==> src/hdl/wagd_pkg.sv <==
// ----------------------------------------------------------------------------
// wagd_pkg
// Shared widths, register and action codes, and neighbour offsets for the
// grid diffusion unit.
// ----------------------------------------------------------------------------
package wagd_pkg;

  localparam int GRID_BITS = 6;
  localparam int GRID_SIZE = 1 << GRID_BITS;
  localparam int CELL_AW   = 2 * GRID_BITS;
  localparam int CELLS     = GRID_SIZE * GRID_SIZE;

  localparam int AMT_W  = 24;
  localparam int CELL_W = AMT_W + 1;
  localparam int W_W    = 16;          // weight width
  localparam int USED_W = W_W + 3;     // sum of up to eight weights
  localparam int MC_W   = 35;          // weight times total weight
  localparam int PROD_W = MC_W + AMT_W;
  localparam int NUM_W  = PROD_W - 16;
  localparam int SH_W   = AMT_W + 1;   // share, saturated

  localparam logic [AMT_W-1:0]     AMT_MAX = {AMT_W{1'b1}};
  localparam logic [GRID_BITS-1:0] CENTRE  = GRID_BITS'(GRID_SIZE / 2);

  // configuration register indexes
  localparam logic [2:0] REG_STRAIGHT = 3'd0;
  localparam logic [2:0] REG_CORNER   = 3'd1;
  localparam logic [2:0] REG_PERIOD   = 3'd2;
  localparam logic [2:0] REG_PVALUE   = 3'd3;
  localparam logic [2:0] REG_PRADIUS  = 3'd4;

  // request actions
  localparam logic [1:0] ACT_ADVANCE = 2'd0;
  localparam logic [1:0] ACT_WRITE   = 2'd1;
  localparam logic [1:0] ACT_READ    = 2'd2;

  // neighbour order: row above left to right, left, right, row below
  function automatic logic signed [1:0] nb_dx(input logic [2:0] k);
    case (k)
      3'd0, 3'd3, 3'd5: nb_dx = -2'sd1;
      3'd1, 3'd6:       nb_dx = 2'sd0;
      default:          nb_dx = 2'sd1;
    endcase
  endfunction

  function automatic logic signed [1:0] nb_dy(input logic [2:0] k);
    case (k)
      3'd0, 3'd1, 3'd2: nb_dy = -2'sd1;
      3'd3, 3'd4:       nb_dy = 2'sd0;
      default:          nb_dy = 2'sd1;
    endcase
  endfunction

  function automatic logic nb_straight(input logic [2:0] k);
    case (k)
      3'd1, 3'd3, 3'd4, 3'd6: nb_straight = 1'b1;
      default:                nb_straight = 1'b0;
    endcase
  endfunction

endpackage

==> src/hdl/wagd_arith.sv <==
// ----------------------------------------------------------------------------
// wagd_arith
// Serial share unit: ((mcand * mplier) >> 16) / divisor, saturated to 2^24.
// ----------------------------------------------------------------------------
module wagd_arith
  import wagd_pkg::*;
(
  input  logic              clk_i,
  input  logic              rst_ni,
  input  logic              start_i,
  input  logic [MC_W-1:0]   mcand_i,
  input  logic [AMT_W-1:0]  mplier_i,
  input  logic [USED_W-1:0] divisor_i,
  output logic              done_o,
  output logic [SH_W-1:0]   share_o
);

  localparam logic [1:0] M_IDLE = 2'd0;
  localparam logic [1:0] M_MUL  = 2'd1;
  localparam logic [1:0] M_DIV  = 2'd2;

  logic [1:0]        mode_q;
  logic [5:0]        cnt_q;
  logic [PROD_W-1:0] acc_q, mc_q, acc_nx;
  logic [AMT_W-1:0]  mp_q;
  logic [NUM_W-1:0]  num_q, quo_q, quo_nx;
  logic [USED_W:0]   rem_q, rem_sh, rem_nx;
  logic [USED_W-1:0] dv_q;
  logic              done_q;
  logic [SH_W-1:0]   share_q;
  logic              qbit;

  assign acc_nx = mp_q[0] ? acc_q + mc_q : acc_q;
  assign rem_sh = {rem_q[USED_W-1:0], num_q[NUM_W-1]};
  assign qbit   = rem_sh >= {1'b0, dv_q};
  assign rem_nx = qbit ? rem_sh - {1'b0, dv_q} : rem_sh;
  assign quo_nx = {quo_q[NUM_W-2:0], qbit};

  always_ff @(posedge clk_i or negedge rst_ni) begin
    if (!rst_ni) begin
      mode_q  <= M_IDLE;
      cnt_q   <= '0;
      acc_q   <= '0;
      mc_q    <= '0;
      mp_q    <= '0;
      num_q   <= '0;
      quo_q   <= '0;
      rem_q   <= '0;
      dv_q    <= '0;
      done_q  <= 1'b0;
      share_q <= '0;
    end else begin
      done_q <= 1'b0;
      case (mode_q)
        M_IDLE: begin
          if (start_i) begin
            acc_q  <= '0;
            mc_q   <= {{AMT_W{1'b0}}, mcand_i};
            mp_q   <= mplier_i;
            dv_q   <= divisor_i;
            cnt_q  <= '0;
            mode_q <= M_MUL;
          end
        end
        M_MUL: begin
          acc_q <= acc_nx;
          mc_q  <= {mc_q[PROD_W-2:0], 1'b0};
          mp_q  <= {1'b0, mp_q[AMT_W-1:1]};
          if (cnt_q == 6'(AMT_W - 1)) begin
            num_q  <= acc_nx[PROD_W-1:16];
            rem_q  <= '0;
            quo_q  <= '0;
            cnt_q  <= '0;
            mode_q <= M_DIV;
          end else begin
            cnt_q <= cnt_q + 6'd1;
          end
        end
        M_DIV: begin
          rem_q <= rem_nx;
          quo_q <= quo_nx;
          num_q <= {num_q[NUM_W-2:0], 1'b0};
          if (cnt_q == 6'(NUM_W - 1)) begin
            share_q <= (|quo_nx[NUM_W-1:AMT_W]) ? {1'b1, {AMT_W{1'b0}}}
                                                : {1'b0, quo_nx[AMT_W-1:0]};
            done_q  <= 1'b1;
            mode_q  <= M_IDLE;
          end else begin
            cnt_q <= cnt_q + 6'd1;
          end
        end
        default: mode_q <= M_IDLE;
      endcase
    end
  end

  assign done_o  = done_q;
  assign share_o = share_q;

endmodule

==> config.mk <==
export PLATFORM = sky130hd
export DESIGN_NAME = wagd_arith
export DESIGN_NICKNAME = d
export VERILOG_FILES = /design/src/hdl/wagd_pkg.sv /design/src/hdl/wagd_arith.sv
export SDC_FILE = /design/constraint.sdc
export NUM_CORES = 1
export LEC_CHECK = 0
export ABC_CLOCK_PERIOD_IN_PS = 4400
export BUFFER_PORTS_ARGS = -buffer_cell sky130_fd_sc_hd__buf_4
export CORE_ASPECT_RATIO = 1.2
export CORE_MARGIN = 1.5
export CORE_UTILIZATION = 60
export CTS_CLUSTER_SIZE = 14
export DETAILED_ROUTE_END_ITERATION = 16
export GPL_ROUTABILITY_DRIVEN = 0
export PLACE_DENSITY = 0.86
export SLEW_MARGIN = 0
export SYNTH_ARGS = -nofsm -noshare
export SYNTH_HDL_FRONTEND = slang
export SYNTH_SLANG_ARGS = --single-unit
==> constraint.sdc <==
create_clock -name clk_i -period 4.4 [get_ports clk_i]
set_clock_uncertainty 0.2 [all_clocks]
set_input_delay 0.88 -clock clk_i [delete_from_list [all_inputs] [get_ports clk_i]]
set_output_delay 0.88 -clock clk_i [all_outputs]
set_load 0.005 [all_outputs]
==> impl_results.md <==
- Row count: 67
- Crit path max fanout: 4
- Fmax: 0.272 GHz
- Final WS setup: 0.721 ns
- Max-Cap Viols: 0
- Synth Instances: roughly 1800
- Slowest-stage cell, CP: dfrtp_1
- Tightest Hold Check Type: primary input to async pin
- Max IR drop VDD: approximately 0.39 mV
- Post-synth top area cell: dfrtp_1
- Post-CTS setup buffers: 0
- Die area: 29200 sq um
- Antenna violations before repair: 0
- TritonCTS buffer count: 30
- Top_reg_cell synth: dfrtp_1
- Vias in the first global route: 14200
- CP max stage delay: 0.48 ns
- CTS resizes: 0
- Final ANT Viol Nets: 0
- Min cycle time layout: 3.68 ns
- Total power: around 12000 uW
- Clock transition at path regs: 0.07 ns
- Worst setup EP type: register
- Syn. warnings: 0
- Setup tns final: 0 ns
- Ranking of synthesized cells by area: dfrtp_1 44%, o21ai_0 6.2%, ha_1 6.1%
- Longest Clk Path Bufs: 3
- Part of the cycle the worst path needs: between 80% and 90%
- Cell variety after synth: 77
- Post-detail-place hpwl: 28200 microns
- EDFF count, synth: 0
- Area of placed instances: 18000 sq um
- Seq cells post-synth: 299
- Drt first pass iters: 5
- Fin. Hold Viols: 0
- Die Wd: 156 microns
- Sink Count: 299
- Initial Util: 60.7%
- Root Driver: clkbuf_16
- Cell-by-cell listing of the critical path: ha_1 -> fa_1 -> a211oi_2 -> o21ai_1 -> o211a_4 -> o21ai_4 -> a311oi_4 -> o21bai_2 -> o41ai_2 -> xor2_1 -> mux2i_1 -> o21ai_1
- Final WL: around 42000 microns
- Height of the die: 187 microns
- Setup slack at placement: between 0.8 and 0.9 ns
- Top Ports: 107
- H-tree depth: 1
- Global-route wire length before repair: 69200 microns
- Core footprint: around 28000 sq um
- Endpoints failing setup: 0
- Via count: 14200
- Final Slew Violations: 0
- Most used cell along the critical path: o21ai_1
- Sequential area share after synthesis: 44.3%
- Grt total ovfl: 0
- Largest net degree at the start of global routing: 129
- Slew at the pin closest to its max-slew limit: 1.40 ns
- Syn nets: 1928
- Relative slew slack: 6.88%
- Syn avg cell area: between 9 and 10 sq um
- Status: completed
- Final instance area: 19000 sq um
- CP startpoint kind: register
- Synthesized area: 16900 sq um
- Layout cell share with drive strength beyond 1: 12.5%
- CTS tree: done
- Critical path class: register to register
- Cts hold-fix bufs: 0
- Area growth, synth to finish: 12.8%
- WL/cell: 18.7 microns
- # nets final: just under 2000
- P_leak: 0.00913 uW
- RSZ-0062 raised after global routing: no
- Post-DR vias/cell: 6.37
- Clk_lat worst skew: 0.57 ns
- Ant diodes: 0
- Buf/Inv on CP: 0
- Arrival time worst endpoint: 3.89 ns
- Asr flop ratio synth: 100%
- Port-buffer cells: between 100 and 150
- Critical path's top delay family: compound AO/OA/AOI/OAI gates
- Pwr Density: 628 nW/um^2
- DR iter-0 viols: 1268
- Post-synth top area share: 44.3%
- Residual DRC: 0
- Critical Path RT: 4.61 ns
- Overall routing resource usage: 28.9%
through the flow:
stage / utilization, % / hold slack, ns / instances
after floorplan: - / 0.239 / 1762
after global placement: 64.6 / 0.253 / 2168
after detailed placement: 64.6 / 0.275 / 2168
after CTS: 68.4 / 0.218 / 2222
after global routing: 68.4 / 0.250 / 2222
final: 68.4 / 0.175 / 2222
synth_stat cells, types with 4 or more instances:
cell type and number:
nand3b_1 5, a211oi_1 7, or2_2 7, o21ai_0 209
o21a_1 13, nor4_1 6, or3_1 11, nand2_1 225
xor2_1 22, a31oi_1 21, o21ai_1 7, o21bai_1 17
a221oi_1 5, mux2i_1 98, a21oi_1 118, xnor2_1 44
o211ai_1 5, a22oi_1 4, a21o_1 33, and3_1 16
nor3_1 18, buf_2 8, a221o_1 4, nand2b_1 12
o31ai_1 5, a22o_1 111, inv_1 43, nand3_1 27
nor2b_1 9, clkbuf_1 75, nor2_1 79, nand4_1 18
ha_1 83, dfrtp_1 299, mux2_2 23, buf_1 6
a32oi_1 5
kinds of logic (layout without fill, tap and decap cells):
logic type,after synthesis,count (layout),synth area share (%)
muxes,121,121,7.34
DFF,299,299,44.3
adders and majority gates,85,85,6.39
xor gates and xnor gates,66,66,3.42
and+or+nand+nor,445,445,11.8
buffers and inverters,144,225,3.56
AOI/OAI and AO/OA,602,602,23.2
area by class of cell:
cell class / instances / area, sq um
fillers: 2097 / 8780
flip-flops and latches: 299 / 7480
repair buffers: 127 / 1010
multi-input cells: 1319 / 8850
well taps: 379 / 474
clock inverters: 11 / 181
inverters: 44 / 165
clock buffers: 43 / 880
state kept, by name, summed over array words and instances (netlist names):
register and cells:
acc_q 59, mc_q 59, num_q 43, quo_q 42, share_o 25, mp_q 24, dv_q 19, rem_q 19
cnt_q 6, mode_q 2, done_o 1
layout by cell type, fill, tap and decap left out, types with 16 or more instances in the layout:
cell,instances
clkbuf_16,30
dfrtp_1,298
ha_1,81
a22o_1,111
a31oi_1,21
o21ai_0,209
o21bai_1,17
nand2_1,225
inv_1,43
nand4_1,18
mux2i_1,98
mux2_2,23
and3_1,16
a21oi_1,118
xor2_1,22
xnor2_1,44
buf_4,122
a21o_1,33
nor3_1,17
nor2_1,77
nand3_1,27
layer usage:
metal / share of wire [%] / global-route usage (%) / wire (microns) / vias to the layer above
met2: 50 / 49.4 / 20600 / 623
met5: 0 / 0 / 0 / -
met3: 6.8 / 4.78 / 2820 / 141
met4: 4.0 / 12.9 / 1650 / 0
met1: 40 / 35.8 / 16500 / 6867
li1: - / - / - / 6519
power by group:
| part | internal (uW) | total, uW | switching [uW] |
|---|---|---|---|
| clock network | 1620 | 2710 | 1090 |
| registers | 3440 | 3950 | 506 |
| logic | 1930 | 5300 | 3370 |
worst paths after layout:
| path | from | to | slack [ns] | depth (start not counted) |
|---|---|---|---|---|
| worst max-delay path | mc_q[0] | num_q[42] | 0.72 | 12 |
| min in group clk_i | mp_q[3] | mp_q[3] | 0.28 | 2 |
| max in group asynchronous | rst_ni | mc_q[40] | 2.93 | 2 |
| worst min-delay path | rst_ni | share_o[16] | 0.17 | 1 |
| worst max register to register | mc_q[0] | num_q[42] | 0.72 | 12 |
| worst min register to register | mp_q[3] | mp_q[3] | 0.28 | 2 |
No activity file was read; power rests on OpenSTA's default activity.
